**src/design/bsm_pkg.sv**
```systemverilog
package bsm_pkg;

  localparam int unsigned CoordW  = 32;
  localparam int unsigned RadiusW = 31;

  typedef enum logic [3:0] {
    ST_IDLE,
    ST_DIFF,
    ST_SQ,
    ST_SQD,
    ST_RDSQ,
    ST_CMP,
    ST_SQRT,
    ST_KCALC,
    ST_MUL,
    ST_DIV,
    ST_APPLY,
    ST_OUT
  } state_t;

endpackage

```
**src/design/bsm_in_if.sv**
```systemverilog
interface bsm_in_if;
  logic                                   valid;
  logic                                   ready;
  logic signed [bsm_pkg::CoordW-1:0]      center_x;
  logic signed [bsm_pkg::CoordW-1:0]      center_y;
  logic signed [bsm_pkg::CoordW-1:0]      center_z;
  logic        [bsm_pkg::RadiusW-1:0]     radius_in;
  logic                                   first_of_set;

  modport source (output valid, center_x, center_y, center_z, radius_in, first_of_set,
                  input ready);
  modport sink (input valid, center_x, center_y, center_z, radius_in, first_of_set,
                output ready);
endinterface

```
**src/design/bsm_out_if.sv**
```systemverilog
interface bsm_out_if;
  logic                                   valid;
  logic                                   ready;
  logic signed [bsm_pkg::CoordW-1:0]      merged_x;
  logic signed [bsm_pkg::CoordW-1:0]      merged_y;
  logic signed [bsm_pkg::CoordW-1:0]      merged_z;
  logic        [bsm_pkg::RadiusW-1:0]     merged_radius;

  modport source (output valid, merged_x, merged_y, merged_z, merged_radius, input ready);
  modport sink (input valid, merged_x, merged_y, merged_z, merged_radius, output ready);
endinterface

```
**src/design/bounding_sphere_merge.sv**
```systemverilog
// Running bounding-sphere merge on Q16.16 spheres.
// in_ch carries one sphere per transfer (center, radius, first_of_set flag);
// out_ch carries the running enclosing sphere, exactly one result per input.
// An item marked first_of_set replaces the running sphere and goes from the
// idle state straight to the output state. A merge where one sphere contains
// the other ends its work at the compare state; a full merge goes on through
// the square root, scale and division states. The full merge time is set by
// the shared 17x17 multiply-accumulate unit (squares of the offset and of the
// radius difference, then offset times scale), the 34-step square root and
// three 33-step restoring divisions, all run one after another by the sequencer.
// in_ch.ready is high only while idle, so one item is in work at a time.
// The result sits in an output register; the next item may be taken while it
// waits, and a finished item waits in its last state while out_ch stalls.
// Reset (rst, synchronous) clears the running sphere to the origin with
// radius zero and drops any pending result.
module bounding_sphere_merge (
  input logic         clk,
  input logic         rst,
  bsm_in_if.sink      in_ch,
  bsm_out_if.source   out_ch
);
  import bsm_pkg::*;

  localparam logic [RadiusW-1:0] RadiusMax = {RadiusW{1'b1}};

  state_t state, state_next;

  logic signed [CoordW-1:0] c1 [3];
  logic signed [CoordW-1:0] c0 [3];
  logic [RadiusW-1:0] r1, r0, rd, new_r;
  logic [32:0] dm [3];
  logic        dneg [3];
  logic [67:0] acc, dist2, sq_op, sq_res, sq_one;
  logic [33:0] distance, kk;
  logic [33:0] dv_rem;
  logic [32:0] dv_lo;
  logic [1:0]  comp, j;
  logic [5:0]  cnt;
  logic        o_valid;
  logic signed [CoordW-1:0] o_c [3];
  logic [RadiusW-1:0] o_r;

  // Shared multiply-accumulate unit: one 17x17 partial product per cycle.
  logic [33:0] ma, mb;
  logic [16:0] pa, pb;
  logic [33:0] prod;
  logic [67:0] prod_sh, mac_sum;
  logic signed [32:0] df [3];
  logic [67:0] sq_t;
  logic [35:0] big;
  logic [34:0] bigr;
  logic [34:0] dv_t;
  logic        dv_ge;
  logic signed [33:0] nc;

  always_comb begin
    ma = {1'b0, dm[comp]};
    mb = {1'b0, dm[comp]};
    case (state)
      ST_RDSQ: begin
        ma = {3'b0, rd};
        mb = {3'b0, rd};
      end
      ST_MUL: mb = kk;
      default: ;
    endcase
    pa = j[1] ? ma[33:17] : ma[16:0];
    pb = j[0] ? mb[33:17] : mb[16:0];
    prod = 34'(pa * pb);
    case (j)
      2'd0: prod_sh = {34'b0, prod};
      2'd3: prod_sh = {prod, 34'b0};
      default: prod_sh = {17'b0, prod, 17'b0};
    endcase
    mac_sum = acc + prod_sh;
  end

  always_comb begin
    for (int i = 0; i < 3; i++) begin
      df[i] = {c1[i][CoordW-1], c1[i]} - {c0[i][CoordW-1], c0[i]};
    end
    sq_t  = sq_res + sq_one;
    big   = 36'(sq_res[33:0]) + 36'(r0) + 36'(r1);
    bigr  = big[35:1];
    dv_t  = {dv_rem, dv_lo[32]};
    dv_ge = dv_t >= {1'b0, distance};
    nc    = dneg[comp] ? {{2{c0[comp][CoordW-1]}}, c0[comp]} - {1'b0, dv_lo}
                       : {{2{c0[comp][CoordW-1]}}, c0[comp]} + {1'b0, dv_lo};
  end

  always_comb begin
    state_next = state;
    case (state)
      ST_IDLE:  if (in_ch.valid) state_next = in_ch.first_of_set ? ST_OUT : ST_DIFF;
      ST_DIFF:  state_next = ST_SQ;
      ST_SQ:    if (j == 2'd3 && comp == 2'd2) state_next = ST_SQD;
      ST_SQD:   state_next = ST_RDSQ;
      ST_RDSQ:  if (j == 2'd3) state_next = ST_CMP;
      ST_CMP:   state_next = (dist2 <= acc) ? ST_OUT : ST_SQRT;
      ST_SQRT:  if (cnt == 6'd0) state_next = ST_KCALC;
      ST_KCALC: state_next = ST_MUL;
      ST_MUL:   if (j == 2'd3) state_next = ST_DIV;
      ST_DIV:   if (cnt == 6'd0) state_next = ST_APPLY;
      ST_APPLY: state_next = (comp == 2'd2) ? ST_OUT : ST_MUL;
      ST_OUT:   if (!o_valid || out_ch.ready) state_next = ST_IDLE;
      default:  state_next = ST_IDLE;
    endcase
  end

  assign in_ch.ready          = (state == ST_IDLE);
  assign out_ch.valid         = o_valid;
  assign out_ch.merged_x      = o_c[0];
  assign out_ch.merged_y      = o_c[1];
  assign out_ch.merged_z      = o_c[2];
  assign out_ch.merged_radius = o_r;

  always_ff @(posedge clk) begin
    if (rst) begin
      state   <= ST_IDLE;
      o_valid <= 1'b0;
      c0[0]   <= '0;
      c0[1]   <= '0;
      c0[2]   <= '0;
      r0      <= '0;
    end else begin
      state <= state_next;
      // In the output state a drained register is refilled below instead.
      if (o_valid && out_ch.ready && state != ST_OUT) o_valid <= 1'b0;
      case (state)
        ST_IDLE: if (in_ch.valid) begin
          c1[0] <= in_ch.center_x;
          c1[1] <= in_ch.center_y;
          c1[2] <= in_ch.center_z;
          r1    <= in_ch.radius_in;
          if (in_ch.first_of_set) begin
            c0[0] <= in_ch.center_x;
            c0[1] <= in_ch.center_y;
            c0[2] <= in_ch.center_z;
            r0    <= in_ch.radius_in;
          end
        end
        ST_DIFF: begin
          for (int i = 0; i < 3; i++) begin
            dneg[i] <= df[i][32];
            dm[i]   <= df[i][32] ? 33'(-df[i]) : 33'(df[i]);
          end
          rd   <= (r1 >= r0) ? r1 - r0 : r0 - r1;
          acc  <= '0;
          comp <= 2'd0;
          j    <= 2'd0;
        end
        ST_SQ: begin
          acc <= mac_sum;
          j   <= j + 2'd1;
          if (j == 2'd3) comp <= comp + 2'd1;
        end
        ST_SQD: begin
          dist2 <= acc;
          acc   <= '0;
          j     <= 2'd0;
        end
        ST_RDSQ: begin
          acc <= mac_sum;
          j   <= j + 2'd1;
        end
        ST_CMP: begin
          if (dist2 <= acc) begin
            if (r1 >= r0) begin
              c0[0] <= c1[0];
              c0[1] <= c1[1];
              c0[2] <= c1[2];
              r0    <= r1;
            end
          end
          sq_op  <= dist2;
          sq_res <= '0;
          sq_one <= 68'd1 << 66;
          cnt    <= 6'd33;
        end
        ST_SQRT: begin
          if (sq_op >= sq_t) begin
            sq_op  <= sq_op - sq_t;
            sq_res <= (sq_res >> 1) + sq_one;
          end else begin
            sq_res <= sq_res >> 1;
          end
          sq_one <= sq_one >> 2;
          cnt    <= cnt - 6'd1;
        end
        ST_KCALC: begin
          distance <= sq_res[33:0];
          kk       <= (bigr >= 35'(r0)) ? 34'(bigr - 35'(r0)) : '0;
          new_r    <= (bigr > 35'(RadiusMax)) ? RadiusMax : bigr[RadiusW-1:0];
          acc      <= '0;
          comp     <= 2'd0;
          j        <= 2'd0;
        end
        ST_MUL: begin
          acc <= mac_sum;
          j   <= j + 2'd1;
          if (j == 2'd3) begin
            dv_rem <= mac_sum[66:33];
            dv_lo  <= mac_sum[32:0];
            cnt    <= 6'd32;
          end
        end
        ST_DIV: begin
          dv_rem <= dv_ge ? 34'(dv_t - {1'b0, distance}) : dv_t[33:0];
          dv_lo  <= {dv_lo[31:0], dv_ge};
          cnt    <= cnt - 6'd1;
        end
        ST_APPLY: begin
          if (distance != '0) c0[comp] <= nc[CoordW-1:0];
          comp <= comp + 2'd1;
          acc  <= '0;
          j    <= 2'd0;
          if (comp == 2'd2) r0 <= new_r;
        end
        ST_OUT: if (!o_valid || out_ch.ready) begin
          o_c[0]  <= c0[0];
          o_c[1]  <= c0[1];
          o_c[2]  <= c0[2];
          o_r     <= r0;
          o_valid <= 1'b1;
        end
        default: ;
      endcase
    end
  end

  // The partial remainder stays below the divisor throughout the division.
  a_div_rem: assert property (@(posedge clk) disable iff (rst)
    (state == ST_DIV) |-> (dv_rem < distance))
    else $error("division remainder not below divisor");

  // The center step never exceeds the distance.
  a_scale: assert property (@(posedge clk) disable iff (rst)
    (state == ST_MUL) |-> (kk <= distance))
    else $error("scale above distance");

  // A first item of a set goes straight to the output stage.
  a_first: assert property (@(posedge clk) disable iff (rst)
    (in_ch.valid && in_ch.ready && in_ch.first_of_set) |=> (state == ST_OUT))
    else $error("first item not loaded directly");

  // A result is loaded only when the output register is free or draining.
  a_out: assert property (@(posedge clk) disable iff (rst)
    (state == ST_OUT && o_valid && !out_ch.ready) |=> (state == ST_OUT))
    else $error("result lost under stall");

endmodule

```
**src/flat_wrapper.sv**
```systemverilog
// flat-port wrapper written by rule: the top's interface ports become plain ports
module bounding_sphere_merge_flat import bsm_pkg::*;
  (clk, rst, in_ch_valid, in_ch_center_x, in_ch_center_y, in_ch_center_z, in_ch_radius_in, in_ch_first_of_set, in_ch_ready, out_ch_valid, out_ch_merged_x, out_ch_merged_y, out_ch_merged_z, out_ch_merged_radius, out_ch_ready);
  bsm_in_if in_ch_i ();
  bsm_out_if out_ch_i ();
  input logic clk;
  input logic rst;
  input wire logic [$bits(in_ch_i.valid)-1:0] in_ch_valid;
  input wire logic [$bits(in_ch_i.center_x)-1:0] in_ch_center_x;
  input wire logic [$bits(in_ch_i.center_y)-1:0] in_ch_center_y;
  input wire logic [$bits(in_ch_i.center_z)-1:0] in_ch_center_z;
  input wire logic [$bits(in_ch_i.radius_in)-1:0] in_ch_radius_in;
  input wire logic [$bits(in_ch_i.first_of_set)-1:0] in_ch_first_of_set;
  output wire logic [$bits(in_ch_i.ready)-1:0] in_ch_ready;
  output wire logic [$bits(out_ch_i.valid)-1:0] out_ch_valid;
  output wire logic [$bits(out_ch_i.merged_x)-1:0] out_ch_merged_x;
  output wire logic [$bits(out_ch_i.merged_y)-1:0] out_ch_merged_y;
  output wire logic [$bits(out_ch_i.merged_z)-1:0] out_ch_merged_z;
  output wire logic [$bits(out_ch_i.merged_radius)-1:0] out_ch_merged_radius;
  input wire logic [$bits(out_ch_i.ready)-1:0] out_ch_ready;
  assign in_ch_i.valid = in_ch_valid;
  assign in_ch_i.center_x = in_ch_center_x;
  assign in_ch_i.center_y = in_ch_center_y;
  assign in_ch_i.center_z = in_ch_center_z;
  assign in_ch_i.radius_in = in_ch_radius_in;
  assign in_ch_i.first_of_set = in_ch_first_of_set;
  assign in_ch_ready = in_ch_i.ready;
  assign out_ch_valid = out_ch_i.valid;
  assign out_ch_merged_x = out_ch_i.merged_x;
  assign out_ch_merged_y = out_ch_i.merged_y;
  assign out_ch_merged_z = out_ch_i.merged_z;
  assign out_ch_merged_radius = out_ch_i.merged_radius;
  assign out_ch_i.ready = out_ch_ready;
  bounding_sphere_merge u_core (.clk(clk), .rst(rst), .in_ch(in_ch_i), .out_ch(out_ch_i));
endmodule
```
**config.mk**
```make
export PLATFORM = sky130hd
export DESIGN_NAME = bounding_sphere_merge_flat
export DESIGN_NICKNAME = d
export VERILOG_FILES = /design/src/design/bsm_pkg.sv /design/src/design/bsm_in_if.sv /design/src/design/bsm_out_if.sv /design/src/design/bounding_sphere_merge.sv /design/src/flat_wrapper.sv
export SDC_FILE = /design/constraint.sdc
export NUM_CORES = 2
export LEC_CHECK = 0
export BUFFER_PORTS_ARGS = -buffer_cell sky130_fd_sc_hd__buf_4
export CAP_MARGIN = 25
export CELL_PAD_IN_SITES_DETAIL_PLACEMENT = 0
export CELL_PAD_IN_SITES_GLOBAL_PLACEMENT = 2
export CORE_ASPECT_RATIO = 0.7
export CORE_MARGIN = 5
export CORE_UTILIZATION = 40
export DETAILED_ROUTE_END_ITERATION = 7
export PLACE_DENSITY_LB_ADDON = 0.1
export RECOVER_POWER = 100
export SETUP_SLACK_MARGIN = 0.02
export SYNTH_ARGS = -nofsm -noshare
export SYNTH_HDL_FRONTEND = slang
export SYNTH_SLANG_ARGS = --single-unit
```
**constraint.sdc**
```tcl
create_clock -name clk -period 41.5 [get_ports clk]
set_input_delay 8.3 -clock clk [delete_from_list [all_inputs] [get_ports clk]]
set_output_delay 8.3 -clock clk [all_outputs]
set_load 0.01 [all_outputs]
```
# Yosys cells after proc, flatten, opt, wreduce, memory -nomap -nowiden

Memory sizes are Yosys's and may differ from the RTL's. A register that Yosys moved wholly into a read port is not among the register bits.
Index checks and enable logic that the tools add are counted.

Add/subtract/negate cells: 21
$mul: 1
Order comparisons: 6
Equality and inequality tests: 27
Multiplexer cells: 85
Bitwise gates (word level): 7
Reduce and logical (&&, ||, !) cells: 33

Operators by type and width:

| kind                 | count |
|---|---|
| $pmux 68 s2          | 5 |
| $mux 32              | 8 |
| $mux 31              | 6 |
| $mux 33              | 5 |
| $add 68x68->68       | 2 |
| $mux 68              | 2 |
| $pmux 34 s2          | 2 |
| $neg 33->33          | 3 |
| $sub 32x32->33       | 3 |
| $pmux 31 s3          | 1 |
| $add 67x68->68       | 1 |
| $ge 68x68->1         | 1 |
| $le 68x68->1         | 1 |
| $mux 34              | 2 |
| $sub 68x68->68       | 1 |
| $pmux 33 s2          | 1 |
| $sub 31x31->31       | 2 |
| $pmux 4 s12          | 1 |
| $add 35x31->36       | 1 |
| $mux 4               | 9 |
| $add 34x31->35       | 1 |
| $ge 35x31->1         | 1 |
| $ge 35x34->1         | 1 |
| $gt 35x31->1 const B | 1 |
| other kinds (42)     | 119 |

Bits in registers: 645
Memory bits (writable): 390
Input port bits: 132
Output and inout port bits: 129
Word-level logic and storage cells: 204
Memories: 5

Memories:

| memory      | words | bits a word | rd ports | clocked after memory_dff | wr ports | line                        | RTL |
|---|---|---|---|---|---|---|---|
| u_core.dm   | 3     | 33          | 1        | 1                        | 3        | bounding_sphere_merge.sv:31 | `logic [32:0] dm [3];` |
| u_core.c0   | 3     | 32          | 4        | 1                        | 3        | bounding_sphere_merge.sv:29 | `logic signed [CoordW-1:0] c0 [3];` |
| u_core.c1   | 3     | 32          | 3        | 0                        | 3        | bounding_sphere_merge.sv:28 | `logic signed [CoordW-1:0] c1 [3];` |
| u_core.o_c  | 3     | 32          | 3        | 0                        | 3        | bounding_sphere_merge.sv:40 | `logic signed [CoordW-1:0] o_c [3];` |
| u_core.dneg | 3     | 1           | 1        | 1                        | 3        | bounding_sphere_merge.sv:32 | `logic dneg [3];` |

# Logic depth before layout (Yosys ltp)

Depth in word-level cells: 8
Gate-level depth with buffers: 46
Gate-level depth less buffers: 41

# Least setup slack after synthesis

OpenSTA, ideal clock, no wires.

Path kind: input port to flip-flop
From: input rst
To: memory u_core.dm[0][0] (enable)
Setup time: 951 ps
Data arrival time: 21241 ps
Data required time: 40549 ps
Path slack: 19308 ps
Stages: 3
Path buffers: 2
Cells stage by stage: clkbuf_1 > clkbuf_1 > nor4_1

RTL lines:

| what            | line                        | RTL |
|---|---|---|
| start, declared | flat_wrapper.sv:7           | `input logic rst;` |
| end, declared   | bounding_sphere_merge.sv:31 |  |

# Worst setup path in the final report

From: input rst
To: register u_core.sq_op[30] (enable)

Word-level cells in the longest chain between the ends: 2

RTL lines:

| what                              | line                         | RTL |
|---|---|---|
| $not 1->1 (no source line)        | --                           |  |
| $reduce_and 3->1 (no source line) | --                           |  |
| end signal, assigned              | bounding_sphere_merge.sv:175 | `sq_op <= dist2;` |
| end signal, assigned              | bounding_sphere_merge.sv:182 | `sq_op <= sq_op - sq_t;` |
| end, declared                     | bounding_sphere_merge.sv:33  | `logic [67:0] acc, dist2, sq_op, sq_res, sq_one;` |

No other way between the ends.
A chain may end at the register's enable or synchronous reset.

==> out/metrics.yaml <==
clockBufferDepth: 3
synth-edff-count: 997
grt_max_degree: 113
cap_violations: 44
skew_ns: 0.109
cts_max_level: 3
status: "complete, but fails checks"
grt_overflow: 0
grt_pass1_vias: 64200
ys.flop_type: "edfxtp_1"
die_w_um: 555
slew_violations: 1790
cp.arrival_ns: 16.49
area_growth_pct: 9.87
cts-buffers-inserted: 112
holdPathStages: 0
cp-start-kind: "input port"
drive_gt1_share_pct: 5.16
hold_violations: 0
detail_route.wl_per_cell_um: 29.7
clk_latency_ns: 0.79
path_clk_slew_ns: 0.07
io_buffers: 260
grt_usage_pct: 30.9
layout.area.seq_mm2: 0.0307
synth_area_per_cell_um2: 9.56
ios: 261
timing.rr.end: "u_core.acc[67]"
routed_via_density: 6.06
cts_resized: 0
post_cts_buffers: 0
fillerInstances: 20300
cp.required_ns: 41.80
worst_slew_pin_slew_ns: 4.41
period_share_pct: 39.0
min_period_ns: 16.19
timing.hold.ws_ns: 0.494
die_y_um: 391
setup_tns_ns: 0
ys_seq_area_share_pct: 36.9
netlist_instances: 8697
synth-seq-cells: 1035
clock_sinks: 1035
vias: 71200
cp_max_fo: 52
core-area_mm2: 0.207
drc_errors: 0
grt_pass1_wl_um: 487000
violations: "max-capacitance violations, max-slew violations"
place.gp.congestion: 0.953
synth_fa_ha_area_share_pct: 16.6
critPathKind: "in -> reg"
rsz0062_at_grt: "false"
synth.net_count: 9772
wirelength_um: 348000
row_count: 140
layout.nets: 9932
drt_iter0_markers: 9727
synth-simple-area-share_pct: 14.6
relSlewSlack_pct: -194
async_reset_ff_share_pct: 0
antenna_found_initial: 30
reg2reg_depth: 41
ant_nets: 0
synth_area_mm2: 0.0831
hp-start: "u_core.acc[1]"
cp-end-kind: "flop"
cts_hold_buf: 0
min_to: "u_core.dist2[1]"
dp_hpwl_um: 279000
synth_top_family_by_area: "compound AO/OA/AOI/OAI gates"
reg2reg_slack_ns: 26.03
clock-root-buffer: "clkbuf_16"
first_pass_iters: 5
hp-class: "reg -> reg"
finalSetupViolations: 0
cts_tree: "done"
synthMuxAreaShare_pct: 1.84
synth-xor-area-share_pct: 6.29
fmax_mhz: 61.7
yosysWarningCount: 0
die-area_mm2: 0.217
multi_input_comb_area_mm2: 0.0484
synth_compound_area_share_pct: 18.7
start_util_pct: 40.1
synth_cell_types: 113
cell families after synthesis:
kind of cell,after synthesis
AO/OA/AOI/OAI,2352
multiplexers,111
adder cells (fa/ha/maj),943
buffers and inverters,1081
XOR/XNOR,597
flip-flops,1035
AND/OR/NAND/NOR,2578
cells in the mapped netlist, types with 19 or more instances:
library cell | n | area (um^2)
edfxtp_1 | 997 | 29900
nand2_1 | 895 | 3360
inv_1 | 736 | 2760
nor2_1 | 713 | 2680
ha_1 | 678 | 8480
a21oi_1 | 563 | 2820
o21ai_0 | 474 | 2370
xnor2_1 | 352 | 3080
a21o_1 | 278 | 2090
fa_1 | 265 | 5310
clkbuf_1 | 264 | 991
xor2_1 | 245 | 2150
nor3_1 | 123 | 616
a31oi_1 | 117 | 732
and3_1 | 117 | 732
nand2b_1 | 113 | 707
nand4_1 | 110 | 688
a22oi_1 | 106 | 796
nand3_1 | 106 | 531
o21a_1 | 96 | 721
and2_1 | 91 | 569
nor2b_1 | 88 | 551
a211oi_1 | 77 | 578
o211ai_1 | 73 | 548
o21bai_1 | 68 | 510
mux2i_1 | 67 | 671
buf_2 | 47 | 235
a311oi_1 | 40 | 350
nor4_1 | 39 | 244
or3_1 | 39 | 244
a22o_1 | 38 | 333
dfxtp_1 | 38 | 761
o31ai_1 | 37 | 278
a31o_2 | 36 | 315
o21ai_1 | 33 | 165
mux4_2 | 32 | 721
a221o_1 | 30 | 300
o2111ai_1 | 26 | 228
and4_1 | 25 | 219
a21boi_0 | 24 | 180
or2_2 | 23 | 144
a221oi_1 | 19 | 166
o22ai_1 | 19 | 119
flip-flops by register name (all words and copies together), names as in the netlist, 33 cells and up, named ones only:
| register | cells |
|---|---|
| u_core.c0 | 128 |
| u_core.kk | 34 |
| u_core.acc | 68 |
| u_core.sq_op | 68 |
| u_core.dv_rem | 34 |
| u_core.o_c | 96 |
| u_core.c1 | 96 |
| u_core.dist2 | 68 |
| u_core.sq_res | 68 |
| u_core.sq_one | 34 |
| u_core.dm | 99 |
| u_core.dv_lo | 33 |
| u_core.distance | 34 |
area by class of cell:
cell class,count,share of cell area [%]
diodes,9,0.0247
clock buffers,123,3.15
clock inverters,90,1.39
inverters,740,3.04
multi-input cells,6581,53.0
flip-flops and latches,1035,33.6
well taps,2769,3.79
repair buffers,387,2.02
routing by layer:
metal / vias to the layer above / track usage, % / part of all wire, %
li1: 31900 / - / -
met1: 35600 / 52.4 / 51
met2: 3392 / 38.1 / 36
met3: 249 / 8.33 / 11
met4: 2 / 4.36 / 1.5
met5: - / 0 / 0.0037
metrics by stage:
step / worst slack, ns / cell area [um^2] / util, % / std cells
detailed placement: 28.17 / 88300 / 42.6 / 11500
finish: 25.31 / 91300 / 44.0 / 11700
CTS: 28.14 / 92400 / 44.6 / 11700
global placement: 28.12 / 88300 / 42.6 / 11500
global route: 24.90 / 91300 / 44.0 / 11700
floorplan: 19.31 / 83100 / - / 8697
cell usage in the layout (no fill, tap or decap), types with 30 or more instances in the layout:
cell,count
nand2_1,895
a22o_1,38
nor3_1,123
and2_1,75
a311oi_1,40
a21oi_1,563
o31ai_1,38
mux2i_1,67
nor4_1,37
nor2b_1,87
and3_1,117
a211oi_1,78
dfxtp_1,37
nand3_1,106
nor2_1,707
xor2_1,245
xnor2_1,347
clkbuf_1,303
fa_1,265
inv_1,737
a31o_2,36
o211ai_1,73
nand4_1,110
o21bai_1,68
mux4_2,32
a31oi_1,116
or3_1,39
a221o_1,30
clkbuf_16,112
o21ai_0,488
ha_1,678
o21a_1,96
edfxtp_1,997
nand2b_1,110
a21o_1,278
a22oi_1,106
buf_4,63
critical path, cell delays in order:
cell	delay, ns
clkbuf_1	0.33
clkbuf_1	1.29
a21oi_4	0.49
clkbuf_1	2.15
a21boi_0	0.30
clkbuf_1	1.25
clkbuf_1	2.19
worst max-delay path by stage:
stage / startpoint / to / slack (ns) / depth (start not counted)
global placement: u_core.state[2] / u_core.acc[67] / 28.12 / 39
detailed placement: u_core.state[2] / u_core.acc[67] / 28.17 / 40
CTS: u_core.state[2] / u_core.acc[67] / 28.14 / 40
global route: rst / u_core.dm[1][15] / 24.90 / 6
floorplan: rst / u_core.dm[0][0] / 19.31 / 3
finish: rst / u_core.sq_op[30] / 25.31 / 7
Power is left out: the tool's default activity adds up to more than one toggle a clock period on the data nets, which glitch-free logic cannot reach.
